## src/rtl/ffpa_pkg.sv

```systemverilog
// Package for the first-fit partition allocator: widths, status codes,
// controller states and the command/status structs. No dependencies.
package ffpa_pkg;

    localparam int MaxSegments = 16;
    localparam int AddrBits    = 16;
    localparam int IdBits      = 8;
    localparam int IdxBits     = $clog2(MaxSegments);
    localparam int CntBits     = $clog2(MaxSegments + 1);
    localparam logic [15:0] TotalSizeReset = 16'd1024;

    typedef enum logic [2:0] {
        ST_OK       = 3'd0,
        ST_EXISTS   = 3'd1,
        ST_NOFIT    = 3'd2,
        ST_NOTFOUND = 3'd3,
        ST_FULL     = 3'd4
    } status_t;

    typedef enum logic [3:0] {
        S_IDLE,
        S_FIND,
        S_FIT,
        S_DECIDE,
        S_SHIFT_UP,
        S_SPLIT,
        S_FREE,
        S_SHIFT_DN,
        S_RESULT
    } state_t;

    // Controller to datapath.
    typedef struct packed {
        logic  load_req;   // capture the request
        logic  scan_clr;   // reset scan index to 0
        logic  scan_step;  // advance scan index
        logic  mark_hit;   // remember the scan index as the found entry
        logic  take_whole; // exact fit: mark owned
        logic  open_gap;   // prepare shift-up from the top
        logic  shift_up;   // one copy step upward
        logic  split;      // write owned part and free remainder
        logic  merge_free; // perform merge decision on free
        logic  shift_dn;   // one copy step downward
        logic  set_result;
        status_t result;
    } ffpa_cmd_t;

    // Datapath to controller.
    typedef struct packed {
        logic is_free_req;
        logic scan_end;    // index reached seg_count
        logic owner_hit;   // current entry is owned by the request id
        logic fit_hit;     // current entry is free and long enough
        logic exact;       // found segment length equals request
        logic size_zero;
        logic table_full;
        logic up_done;     // shift-up reached the found entry
        logic dn_done;
    } ffpa_stat_t;

endpackage

```

## src/rtl/ffpa_ctrl.sv

```systemverilog
// Controller state machine of the first-fit partition allocator.
// Depends on ffpa_pkg.
module ffpa_ctrl (
    input  logic                aclk,
    input  logic                aresetn,
    input  logic                in_fire,
    input  logic                out_busy,
    input  ffpa_pkg::ffpa_stat_t stat,
    output ffpa_pkg::ffpa_cmd_t  cmd,
    output logic                idle,
    output logic                res_valid
);

    ffpa_pkg::state_t state_reg, state_next;

    always_ff @(posedge aclk) begin
        if (!aresetn) begin
            state_reg <= ffpa_pkg::S_IDLE;
        end else begin
            state_reg <= state_next;
        end
    end

    always_comb begin
        state_next = state_reg;
        cmd = '0;
        cmd.result = ffpa_pkg::ST_OK;
        idle = 1'b0;
        res_valid = 1'b0;
        unique case (state_reg)
            ffpa_pkg::S_IDLE: begin
                idle = 1'b1;
                if (in_fire) begin
                    cmd.load_req = 1'b1;
                    cmd.scan_clr = 1'b1;
                    state_next = ffpa_pkg::S_FIND;
                end
            end
            ffpa_pkg::S_FIND: begin
                if (stat.scan_end) begin
                    if (stat.is_free_req) begin
                        cmd.set_result = 1'b1;
                        cmd.result = ffpa_pkg::ST_NOTFOUND;
                        state_next = ffpa_pkg::S_RESULT;
                    end else if (stat.size_zero) begin
                        cmd.set_result = 1'b1;
                        cmd.result = ffpa_pkg::ST_NOFIT;
                        state_next = ffpa_pkg::S_RESULT;
                    end else begin
                        cmd.scan_clr = 1'b1;
                        state_next = ffpa_pkg::S_FIT;
                    end
                end else if (stat.owner_hit) begin
                    if (stat.is_free_req) begin
                        cmd.mark_hit = 1'b1;
                        state_next = ffpa_pkg::S_FREE;
                    end else begin
                        cmd.set_result = 1'b1;
                        cmd.result = ffpa_pkg::ST_EXISTS;
                        state_next = ffpa_pkg::S_RESULT;
                    end
                end else begin
                    cmd.scan_step = 1'b1;
                end
            end
            ffpa_pkg::S_FIT: begin
                if (stat.scan_end) begin
                    cmd.set_result = 1'b1;
                    cmd.result = ffpa_pkg::ST_NOFIT;
                    state_next = ffpa_pkg::S_RESULT;
                end else if (stat.fit_hit) begin
                    cmd.mark_hit = 1'b1;
                    state_next = ffpa_pkg::S_DECIDE;
                end else begin
                    cmd.scan_step = 1'b1;
                end
            end
            ffpa_pkg::S_DECIDE: begin
                if (stat.exact) begin
                    cmd.take_whole = 1'b1;
                    cmd.set_result = 1'b1;
                    cmd.result = ffpa_pkg::ST_OK;
                    state_next = ffpa_pkg::S_RESULT;
                end else if (stat.table_full) begin
                    cmd.set_result = 1'b1;
                    cmd.result = ffpa_pkg::ST_FULL;
                    state_next = ffpa_pkg::S_RESULT;
                end else begin
                    cmd.open_gap = 1'b1;
                    state_next = ffpa_pkg::S_SHIFT_UP;
                end
            end
            ffpa_pkg::S_SHIFT_UP: begin
                if (stat.up_done) begin
                    state_next = ffpa_pkg::S_SPLIT;
                end else begin
                    cmd.shift_up = 1'b1;
                end
            end
            ffpa_pkg::S_SPLIT: begin
                cmd.split = 1'b1;
                cmd.set_result = 1'b1;
                cmd.result = ffpa_pkg::ST_OK;
                state_next = ffpa_pkg::S_RESULT;
            end
            ffpa_pkg::S_FREE: begin
                cmd.merge_free = 1'b1;
                cmd.set_result = 1'b1;
                cmd.result = ffpa_pkg::ST_OK;
                state_next = ffpa_pkg::S_SHIFT_DN;
            end
            ffpa_pkg::S_SHIFT_DN: begin
                if (stat.dn_done) begin
                    state_next = ffpa_pkg::S_RESULT;
                end else begin
                    cmd.shift_dn = 1'b1;
                end
            end
            ffpa_pkg::S_RESULT: begin
                if (!out_busy) begin
                    res_valid = 1'b1;
                    state_next = ffpa_pkg::S_IDLE;
                end
            end
            default: begin
                state_next = ffpa_pkg::S_IDLE;
            end
        endcase
    end

endmodule

```

## src/rtl/ffpa_datapath.sv

```systemverilog
// Datapath of the first-fit partition allocator: segment table, scan index,
// split and merge logic. Depends on ffpa_pkg.
module ffpa_datapath (
    input  logic                                  aclk,
    input  logic                                  aresetn,
    input  logic                                  cfg_we,
    input  logic [15:0]                           cfg_wdata,
    input  logic                                  req_type,
    input  logic [ffpa_pkg::IdBits-1:0]           owner_id,
    input  logic [ffpa_pkg::AddrBits-1:0]         request_size,
    input  ffpa_pkg::ffpa_cmd_t                   cmd,
    output ffpa_pkg::ffpa_stat_t                  stat,
    output logic [2:0]                            res_status,
    output logic [ffpa_pkg::AddrBits-1:0]         res_addr
);

    localparam int N  = ffpa_pkg::MaxSegments;
    localparam int AB = ffpa_pkg::AddrBits;
    localparam int IB = ffpa_pkg::IdxBits;
    localparam int CB = ffpa_pkg::CntBits;

    logic [AB-1:0] start_reg  [N];
    logic [AB-1:0] length_reg [N];
    logic [N-1:0]  free_reg;
    logic [ffpa_pkg::IdBits-1:0] owner_reg [N];
    logic [CB-1:0] count_reg;

    logic                        type_reg;
    logic [ffpa_pkg::IdBits-1:0] id_reg;
    logic [AB-1:0]               size_reg;
    logic [CB-1:0]               idx_reg;   // scan position
    logic [IB-1:0]               hit_reg;   // found entry
    logic [CB-1:0]               mv_reg;    // copy position for shifts
    logic [CB-1:0]               dn_end_reg;
    logic [2:0]                  status_reg;
    logic [AB-1:0]               addr_reg;
    // Source of a downward copy lies one or two entries above.
    logic [1:0]                  gap_reg;

    logic [IB-1:0] idx;
    logic [IB-1:0] mv;
    logic [IB-1:0] mvm1;
    logic [IB-1:0] mv_src;
    logic [IB-1:0] hp1;
    logic [IB-1:0] hm1;
    logic          prev_free;
    logic          next_free;

    assign idx    = idx_reg[IB-1:0];
    assign mv     = mv_reg[IB-1:0];
    assign mvm1   = mv - IB'(1);
    assign mv_src = mv + IB'(gap_reg);
    assign hp1    = hit_reg + IB'(1);
    assign hm1    = hit_reg - IB'(1);
    assign prev_free = (hit_reg != '0) && free_reg[hm1];
    assign next_free = ({1'b0, hit_reg} + CB'(1) < count_reg) && free_reg[hp1];

    always_comb begin
        stat = '0;
        stat.is_free_req = type_reg;
        stat.scan_end   = (idx_reg >= count_reg);
        stat.owner_hit  = !free_reg[idx] && (owner_reg[idx] == id_reg);
        stat.fit_hit    = free_reg[idx] && (length_reg[idx] >= size_reg);
        stat.exact      = (length_reg[hit_reg] == size_reg);
        stat.size_zero  = (size_reg == '0);
        stat.table_full = (count_reg >= CB'(N));
        stat.up_done    = (mv_reg == {1'b0, hit_reg});
        stat.dn_done    = !(mv_reg < dn_end_reg);
    end

    assign res_status = status_reg;
    assign res_addr   = addr_reg;

    always_ff @(posedge aclk) begin
        if (!aresetn) begin
            count_reg <= CB'(1);
            free_reg  <= {{(N-1){1'b0}}, 1'b1};
            start_reg[0]  <= '0;
            length_reg[0] <= AB'(ffpa_pkg::TotalSizeReset);
            mv_reg     <= '0;
            dn_end_reg <= '0;
            type_reg   <= 1'b0;
            id_reg     <= '0;
            size_reg   <= '0;
            idx_reg    <= '0;
            hit_reg    <= '0;
            status_reg <= '0;
            addr_reg   <= '0;
            gap_reg    <= 2'd1;
        end else if (cfg_we) begin
            count_reg <= CB'(1);
            free_reg  <= {{(N-1){1'b0}}, 1'b1};
            start_reg[0]  <= '0;
            length_reg[0] <= AB'(cfg_wdata);
        end else begin
            if (cmd.load_req) begin
                type_reg <= req_type;
                id_reg   <= owner_id;
                size_reg <= request_size;
            end
            if (cmd.scan_clr) begin
                idx_reg <= '0;
            end else if (cmd.scan_step) begin
                idx_reg <= idx_reg + CB'(1);
            end
            if (cmd.mark_hit) begin
                hit_reg <= idx;
            end
            // A successful result always comes with its own address write.
            if (cmd.set_result) begin
                status_reg <= cmd.result;
                if (cmd.result != ffpa_pkg::ST_OK) begin
                    addr_reg <= '0;
                end
            end
            if (cmd.take_whole) begin
                free_reg[hit_reg] <= 1'b0;
                owner_reg[hit_reg] <= id_reg;
                addr_reg <= start_reg[hit_reg];
            end
            if (cmd.open_gap) begin
                mv_reg <= count_reg;
            end
            if (cmd.shift_up) begin
                start_reg[mv]  <= start_reg[mvm1];
                length_reg[mv] <= length_reg[mvm1];
                free_reg[mv]   <= free_reg[mvm1];
                owner_reg[mv]  <= owner_reg[mvm1];
                mv_reg <= mv_reg - CB'(1);
            end
            if (cmd.split) begin
                count_reg <= count_reg + CB'(1);
                length_reg[hit_reg] <= size_reg;
                free_reg[hit_reg]   <= 1'b0;
                owner_reg[hit_reg]  <= id_reg;
                start_reg[hp1]  <= start_reg[hit_reg] + size_reg;
                length_reg[hp1] <= length_reg[hp1] - size_reg;
                addr_reg <= start_reg[hit_reg];
            end
            if (cmd.merge_free) begin
                addr_reg <= start_reg[hit_reg];
                if (prev_free && next_free) begin
                    length_reg[hm1] <= length_reg[hm1] + length_reg[hit_reg]
                                       + length_reg[hp1];
                    // Remove two entries: copy from hit+2 into hit.
                    mv_reg     <= {1'b0, hit_reg};
                    dn_end_reg <= count_reg - CB'(2);
                    count_reg  <= count_reg - CB'(2);
                end else if (prev_free) begin
                    length_reg[hm1] <= length_reg[hm1] + length_reg[hit_reg];
                    mv_reg     <= {1'b0, hit_reg};
                    dn_end_reg <= count_reg - CB'(1);
                    count_reg  <= count_reg - CB'(1);
                end else if (next_free) begin
                    length_reg[hit_reg] <= length_reg[hit_reg] + length_reg[hp1];
                    free_reg[hit_reg]   <= 1'b1;
                    mv_reg     <= {1'b0, hp1};
                    dn_end_reg <= count_reg - CB'(1);
                    count_reg  <= count_reg - CB'(1);
                end else begin
                    free_reg[hit_reg] <= 1'b1;
                    mv_reg     <= '0;
                    dn_end_reg <= '0;
                end
                gap_reg <= (prev_free && next_free) ? 2'd2 : 2'd1;
            end
            if (cmd.shift_dn) begin
                start_reg[mv]  <= start_reg[mv_src];
                length_reg[mv] <= length_reg[mv_src];
                free_reg[mv]   <= free_reg[mv_src];
                owner_reg[mv]  <= owner_reg[mv_src];
                mv_reg <= mv_reg + CB'(1);
            end
        end
    end

endmodule

```

## src/rtl/first_fit_partition_allocator.sv

```systemverilog
// Top level of the first-fit partition allocator.
// Depends on ffpa_pkg, ffpa_ctrl and ffpa_datapath.
//
// The allocator keeps an address-ordered table of up to 16 segments over
// [0, total_size). Each request beat gives exactly one result beat, and a
// new request is taken only after the previous result beat has gone out.
// An item scans the table entry by entry for the owner, scans it again for
// the first fit on allocation, then moves entries one at a time, with a
// separate split or merge step. The next request can be taken in the cycle
// after the result beat is taken. Writing total_size reloads the table
// with one free segment; write it only while no request is in flight.
module first_fit_partition_allocator (
    input  logic        aclk,
    input  logic        aresetn,
    input  logic        cfg_we,
    input  logic [15:0] cfg_wdata,
    input  logic        s_tvalid,
    output logic        s_tready,
    input  logic [23:0] s_tdata,   // [7:0] owner_id, [23:8] request_size
    input  logic        s_tuser,   // [0] req_type
    output logic        m_tvalid,
    input  logic        m_tready,
    output logic [23:0] m_tdata    // [2:0] status, [18:3] start_address, zero fill
);

    ffpa_pkg::ffpa_cmd_t  cmd;
    ffpa_pkg::ffpa_stat_t stat;
    logic        idle;
    logic        in_fire;
    logic        res_valid;
    logic [2:0]  res_status;
    logic [15:0] res_addr;
    logic        busy_reg;

    // The output register holds the result; a new beat is taken only once
    // the previous result has been taken.
    assign s_tready = idle && !busy_reg;
    assign in_fire  = s_tvalid && s_tready;

    ffpa_ctrl u_ctrl (
        .aclk      (aclk),
        .aresetn   (aresetn),
        .in_fire   (in_fire),
        .out_busy  (busy_reg),
        .stat      (stat),
        .cmd       (cmd),
        .idle      (idle),
        .res_valid (res_valid)
    );

    ffpa_datapath u_dp (
        .aclk         (aclk),
        .aresetn      (aresetn),
        .cfg_we       (cfg_we),
        .cfg_wdata    (cfg_wdata),
        .req_type     (s_tuser),
        .owner_id     (s_tdata[7:0]),
        .request_size (s_tdata[23:8]),
        .cmd          (cmd),
        .stat         (stat),
        .res_status   (res_status),
        .res_addr     (res_addr)
    );

    // The result is shown once the controller leaves its result state and
    // stays until the result beat is taken.
    always_ff @(posedge aclk) begin
        if (!aresetn) begin
            busy_reg <= 1'b0;
        end else if (res_valid) begin
            busy_reg <= 1'b1;
        end else if (m_tvalid && m_tready) begin
            busy_reg <= 1'b0;
        end
    end

    assign m_tvalid = busy_reg;
    assign m_tdata  = {5'd0, res_addr, res_status};

endmodule

```

## config.mk

```make
export PLATFORM = sky130hd
export DESIGN_NAME = first_fit_partition_allocator
export DESIGN_NICKNAME = d
export VERILOG_FILES = /design/src/rtl/ffpa_pkg.sv /design/src/rtl/ffpa_ctrl.sv /design/src/rtl/ffpa_datapath.sv /design/src/rtl/first_fit_partition_allocator.sv
export SDC_FILE = /design/constraint.sdc
export NUM_CORES = 2
export LEC_CHECK = 0
export BUFFER_PORTS_ARGS = -buffer_cell sky130_fd_sc_hd__buf_2
export CORE_MARGIN = 2
export CORE_UTILIZATION = 45
export CTS_BUF_LIST = sky130_fd_sc_hd__clkbuf_8
export CTS_CLUSTER_SIZE = 28
export DETAILED_ROUTE_END_ITERATION = 7
export REMOVE_ABC_BUFFERS = 1
export SKIP_CTS_REPAIR_TIMING = 1
export SYNTH_ARGS = -nofsm -noshare
export SYNTH_HDL_FRONTEND = slang
export SYNTH_SLANG_ARGS = --single-unit
```

## constraint.sdc

```tcl
create_clock -name aclk -period 22.1 [get_ports aclk]
set_clock_uncertainty 0.15 [all_clocks]
set_input_delay 1.105 -clock aclk [delete_from_list [all_inputs] [get_ports aclk]]
set_output_delay 1.105 -clock aclk [all_outputs]
set_load 0.01 [all_outputs]
```

Yosys cells after proc, flatten, opt, wreduce, memory -nomap -nowiden:

Memories as Yosys holds them, arrays and structs flattened. A register that Yosys moved wholly into a read port is not among the register bits.
Index checks and enable logic that the tools add are counted.

* flip-flop bits (word level): 91
* RAM bits: 640
* input bits: 46
* word-level logic and storage cells: 293
* memories: 3

* $add $sub $neg: 16
* $lt $le $gt $ge: 14
* eq/ne operators: 17
* muxes and demuxes: 178
* bitwise gates (word level): 14
* reduce and logical (&&, ||, !) cells: 37

Memory list
* u_dp.length_reg: words 16, bits a word 16, rd ports 6, clocked after Yosys merged registers in 2, write ports 2, RTL line ffpa_datapath.sv:23 `logic [AB-1:0] length_reg [N];`
* u_dp.start_reg: words 16, bits a word 16, rd ports 3, clocked after Yosys merged registers in 1, write ports 1, RTL line ffpa_datapath.sv:22 `logic [AB-1:0] start_reg [N];`
* u_dp.owner_reg: words 16, bits a word 8, rd ports 3, clocked after Yosys merged registers in 1, write ports 1, RTL line ffpa_datapath.sv:25 `logic [ffpa_pkg::IdBits-1:0] owner_reg [N];`

Operators with widths (count)
* 16-bit 2-to-1 mux: 31
* 4-bit 2-to-1 mux: 36
* 5-bit 2-to-1 mux: 16
* 16-bit OR reduction: 5
* 1-bit 2-to-1 mux: 74
* 16-bit adder: 4
* 4-bit case mux with 9 select lines: 1
* 4-bit by 5-bit < comparator with 1-bit output, second input constant: 7
* 16-bit bitwise AND: 2
* 16-bit bitwise mux: 2
* 8-bit 2-to-1 mux: 3
* 1-bit binary-select mux with 4-bit select: 5
* 16-bit == test: 1
* 4-bit by 3-bit == test with 1-bit output, second input constant: 4
* 16-bit >= comparator: 1
* 16-bit logical NOT: 1
* 16-bit NOT: 1
* 16-bit bitwise OR: 1
* 4-bit case mux with 4 select lines: 1
* 4-bit nonzero test: 4
* 16-bit subtractor: 1
* 5-bit by 1-bit adder with 5-bit output, second input constant: 3
* 2-bit AND reduction: 6
* 1-bit logical AND: 10
* 31 further kinds: 56

Logic depth before layout (Yosys ltp):

* depth in word-level cells: 25
* depth in mapped cells: 36

Cells and area by module:

From an unflattened synthesis, not the netlist that was laid out.

* cell total of the unflattened synthesis: 5855
* area, all modules: 64182.8 µm²

By module, submodules not included
* ffpa_datapath: instances 1, cells an instance 5760, area an instance 63507.2 µm², sequential area each 21100.2 µm²
* ffpa_ctrl: instances 1, cells an instance 84, area an instance 585.6 µm², sequential area each 80.1 µm²
* first_fit_partition_allocator: instances 1, cells an instance 11, area an instance 90.1 µm², sequential area each 20.0 µm²

Least setup slack after synthesis:

Ideal clock, no wire load.

* kind: register to register
* start point: register u_dp.hit_reg[0]
* end point: memory u_dp.length_reg[10][15] in the netlist's numbering, data pin
* setup time: 269 ps
* data arrival time: 7880 ps
* required time: 21681 ps
* setup slack: 13800 ps
* cell stages (with the launch flop): 35
* cells stage by stage: dfxtp_1 -> buf_2 -> buf_6 -> buf_4 -> buf_4 -> buf_2 -> inv_1 -> clkbuf_1 -> ha_1 -> buf_4 -> buf_6 -> buf_2 -> buf_2 -> buf_1 -> clkbuf_1 -> mux4_2 -> mux4_2 -> ha_1 -> inv_1 -> fa_1 -> o311a_1 -> o31ai_4 -> a21oi_2 -> nor2b_1 -> ha_1 -> nand4_1 -> o311a_1 -> o41ai_1 -> xnor2_1 -> nor2_1 -> xnor2_1 -> nor2_2 -> buf_4 -> nor3_1 -> a21oi_1

RTL lines
* from (decl): RTL line ffpa_datapath.sv:32 `logic [IB-1:0] hit_reg;`
* from (signal assigned): RTL line ffpa_datapath.sv:107 `hit_reg <= idx;`
* to (decl): RTL line ffpa_datapath.sv:23

==> impl_results.rst <==
.. list-table::
   :header-rows: 1

   * - Metric
     - Value
   * - Portion of netlist area occupied by mux cells
     - between 30% and 40%
   * - Xor and xnor fraction of the mapped netlist area
     - 1.91%
   * - Arr. time, crit path
     - about 9 ns
   * - Relative area change from synthesis to final layout
     - 9.07%
   * - Synth area leader
     - sky130_fd_sc_hd__edfxtp_1
   * - Terminating pin of the worst hold path
     - u_dp.dn_end_reg[1]$_SDFFE_PN0P_
   * - Ordered list of cells on the worst path
     - buf_4 -> buf_4 -> buf_4 -> mux4_2 -> mux4_2 -> xnor2_1 -> o311a_1 -> o31ai_4 -> a21oi_2 -> nor2b_1 -> ha_1 -> nand4_1 -> o311a_1 -> o41ai_1 -> xnor2_1 -> nor2_1 -> xnor2_1 -> nor2_2 -> nor3_1 -> a21oi_1
   * - Total negative slack for setup checks
     - 0 ns
   * - Die span in x
     - about 350 um
   * - Share of the yosys chip area belonging to registers
     - between 30% and 40%
   * - Wire length of the first global-routing pass
     - around 280 mm
   * - Pin count of the biggest net entering global routing
     - 120
   * - Input/output buffers
     - 66
   * - Per-cell routed wire length
     - 34.9 um
   * - CTS Root Buffer Type
     - sky130_fd_sc_hd__clkbuf_8
   * - Remaining antenna violation count
     - 0
   * - Die H
     - ~350 um
   * - Max-slew headroom
     - roughly 2.6%
   * - Hold depth
     - 2
   * - CP Data Required Time
     - about 23 ns
   * - CTS Buf Count
     - between 100 and 150
   * - Power per standard cell area
     - 61.8 nW/um^2
   * - Number of cells produced by synthesis
     - 3962
   * - DPL Wire Length
     - 125 mm
   * - Distinct cell type count of the synthesized netlist
     - a little under 90
   * - Largest family of logic cells by synthesized area
     - multiplexers
   * - Starting Density
     - 45.3%
   * - Max Cap Violations
     - 0
   * - Share of the cycle needed by the critical path after routing
     - between 30 and 40%
   * - Number of storage elements in the synthesis netlist
     - about 740
   * - Global routing usage summed across all routing layers
     - roughly 32%
   * - Adder-cell share of the synthesized area
     - 3.03%
   * - Total overflow reported by the global router
     - 0
   * - Share of post-route cells with drive strength above 1
     - between 30% and 40%
   * - Area inside the core boundary
     - approximately 120000 um^2
   * - Simple logic cell fraction of the synthesized area
     - 6.37%
   * - Number of endpoints failing setup at the final stage
     - 0
   * - Ys Warns
     - 0
   * - Via count of the routed design
     - between 40000 and 50000
   * - Worst setup EP type
     - flip-flop
   * - Portion of synthesized cell area occupied by the leading cell type
     - roughly a third
   * - Sum of routed wire length over all layers
     - around 200 mm
   * - CTS tree
     - yes
   * - Synthesized area per cell
     - between 10 and 15 um^2
   * - Maximum clock path buffer count
     - 3
   * - Stages on worst setup path
     - 20
   * - CP max stage cell
     - sky130_fd_sc_hd__dfxtp_4
   * - FF/Latch Area
     - about 21000 um^2
   * - Startpoint type of the worst setup path
     - flip-flop
   * - Asr flop ratio synth
     - 0%
   * - Area of the multi-input gates
     - about 32000 um^2
   * - Num rows
     - 127
   * - Core utilization of the finished layout
     - about half
   * - Type of the worst min-delay path
     - flip-flop to flip-flop
   * - Endpoints failing hold
     - 0
   * - Number of antenna violations at the first check in global routing
     - 7
   * - Worst stage delay on the critical path
     - a little over 0.8 ns
   * - Slew Viols, Final
     - 0
   * - IR drop worst, VDD
     - between 40 and 50 uV
   * - Summed instance area of the synthesized netlist
     - between 50000 and 60000 um^2
   * - I/O pin total
     - a little over 70
   * - Number of buffer and inverter stages on the critical path
     - 3
   * - Length in cells of the worst reg-to-reg path
     - 20
   * - Number of placed cells counting well taps
     - between 5000 and 6000
   * - Max frequency
     - 0.118 GHz
   * - Number of fill cells
     - 10200
   * - PnR Total Power
     - around 3700 uW
   * - Top fanout value on the critical path
     - 41
   * - Type of the worst setup path
     - flip-flop to flip-flop
   * - Vias per cell
     - ~7.2
   * - Setup repair after global routing missed its margin
     - false
   * - DRC errors left
     - 0
   * - Kind of cell adding the most delay to the critical path
     - buffers and inverters
   * - Count of clock tree sinks
     - approximately 740
   * - Final critical-path setup slack
     - about 14 ns
   * - Clock latency on the worst-skew pair
     - 0.90 ns
   * - Via count of the first global-routing pass
     - 39000
   * - Clock edge transition at the registers on the reported setup and hold paths
     - 0.06 ns
   * - Worst-margin pin slew
     - 1.46 ns
   * - Origin of the worst min-delay path
     - u_dp.dn_end_reg[1]$_SDFFE_PN0P_
   * - H-tree Lvls
     - 3
   * - Main area contributors after synthesis
     - sky130_fd_sc_hd__edfxtp_1 (35%), sky130_fd_sc_hd__mux4_2 (33%), sky130_fd_sc_hd__dfxtp_1 (3.6%)
   * - Primary FF master, synth
     - sky130_fd_sc_hd__edfxtp_1
   * - NumNets Final
     - around 4100
   * - Number of iterations in the first detailed-routing pass
     - 6
   * - Terminus of the critical flop-to-flop path
     - u_dp.length_reg[13][15]$_DFFE_PP_
   * - Number of enable flip-flop cells after synthesis
     - 640
   * - Post-placement setup slack
     - ~14 ns
   * - Die outline area
     - roughly 120000 um^2
   * - Gp weighted congestion
     - 0.988
   * - Run status
     - finished clean
   * - Final Critical Period
     - approximately 8.5 ns
   * - Fraction of the mapped netlist area in compound gates
     - under 10%
   * - Starting DRT DRC Count
     - ~5900
   * - Leakage power total
     - approximately 0.019 uW
   * - Internal reg-to-reg setup slack
     - roughly 14 ns
   * - Number of cells in the finished layout apart from fillers
     - 5669
## cells in the mapped netlist, types with 81 or more instances
master and count:
sky130_fd_sc_hd__a21oi_1 194, sky130_fd_sc_hd__clkbuf_1 242, sky130_fd_sc_hd__dfxtp_1 99, sky130_fd_sc_hd__edfxtp_1 640, sky130_fd_sc_hd__ha_1 117, sky130_fd_sc_hd__mux2i_1 179, sky130_fd_sc_hd__mux4_2 809, sky130_fd_sc_hd__nand2_1 257
sky130_fd_sc_hd__nor2_1 169, sky130_fd_sc_hd__o21ai_0 203, sky130_fd_sc_hd__xnor2_1 81
## cells in the final DEF (no fill, tap or decap), types with 29 or more instances in the layout
cell type                  count
sky130_fd_sc_hd__xnor2_1      75
sky130_fd_sc_hd__buf_2        66
sky130_fd_sc_hd__clkinv_1     33
sky130_fd_sc_hd__mux2i_1     179
sky130_fd_sc_hd__buf_4       167
sky130_fd_sc_hd__mux4_2      809
sky130_fd_sc_hd__clkinv_2     29
sky130_fd_sc_hd__nand3_1      71
sky130_fd_sc_hd__a211oi_1     79
sky130_fd_sc_hd__nor2b_1      72
sky130_fd_sc_hd__o21ai_0     186
sky130_fd_sc_hd__and2_1       33
sky130_fd_sc_hd__a21o_1       31
sky130_fd_sc_hd__inv_1        99
sky130_fd_sc_hd__nor2_1      148
sky130_fd_sc_hd__nand2_1     256
sky130_fd_sc_hd__ha_1        114
sky130_fd_sc_hd__a21boi_0     38
sky130_fd_sc_hd__edfxtp_1    640
sky130_fd_sc_hd__clkbuf_8    126
sky130_fd_sc_hd__xor2_1       33
sky130_fd_sc_hd__nor3_1       63
sky130_fd_sc_hd__a21oi_1     194
sky130_fd_sc_hd__dfxtp_1      89
## report_power, final
part,internal [uW],switching [uW],total [uW]
clock network,656,623,1280
registers,1520,36.2,1560
logic,343,483,827
## per-stage QoR
| stage | instance area (um^2) | hold WS (ns) |
|---|---|---|
| finish | 59300 | 0.312 |
| detailed placement | 56800 | 0.304 |
| global placement | 56800 | 0.297 |
| CTS | 59300 | 0.268 |
| global route | 59300 | 0.313 |
| floorplan | 52800 | 0.284 |
## worst min-delay path, cell delays in order (launching register included)
cell	delay, ns
sky130_fd_sc_hd__dfxtp_1	0.31
sky130_fd_sc_hd__nand3_1	0.06
sky130_fd_sc_hd__nand2_1	0.05
## kinds of logic after synthesis
logic type | count (synthesis)
adder cells (fa/ha/maj) | 129
multiplexers | 1013
XOR/XNOR | 117
other | 1
buffers and inverters | 462
AO/OA/AOI/OAI | 753
AND/OR/NAND/NOR | 748
flip-flops | 739
## worst max-delay path by stage
stage,from,to,slack [ns]
after floorplan,u_dp.mv_reg[0]$_SDFFE_PN0P_,u_dp.length_reg[0][6]$_DFFE_PP_,6.07
after global placement,flip-flop,u_dp.length_reg[3][13]$_DFFE_PP_,13.63
after detailed placement,flip-flop,u_dp.length_reg[6][13]$_DFFE_PP_,13.59
after CTS,flip-flop,u_dp.length_reg[13][15]$_DFFE_PP_,13.61
after global routing,flip-flop,u_dp.length_reg[3][15]$_DFFE_PP_,13.03
final,flip-flop,u_dp.length_reg[13][15]$_DFFE_PP_,13.61
## metal layers
| layer | share of wire (%) | up-vias | track usage [%] |
|---|---|---|---|
| met5 | 0.014 | - | 0 |
| met2 | 44 | 3115 | 46.8 |
| met1 | 38 | 20800 | 43.6 |
| li1 | - | 16300 | - |
| met4 | 5.3 | 4 | 15.6 |
| met3 | 13 | 514 | 9.89 |
## area by class of cell
class,count,area share (%)
clock inverters,102,1.31
well taps,1612,3.40
diodes,6,0.0253
inverters,82,0.519
clock buffers,126,2.92
multi-input cells,2765,53.2
repair buffers,237,2.80
flip-flops and latches,739,35.8
(Power assumes the default switching activity.)
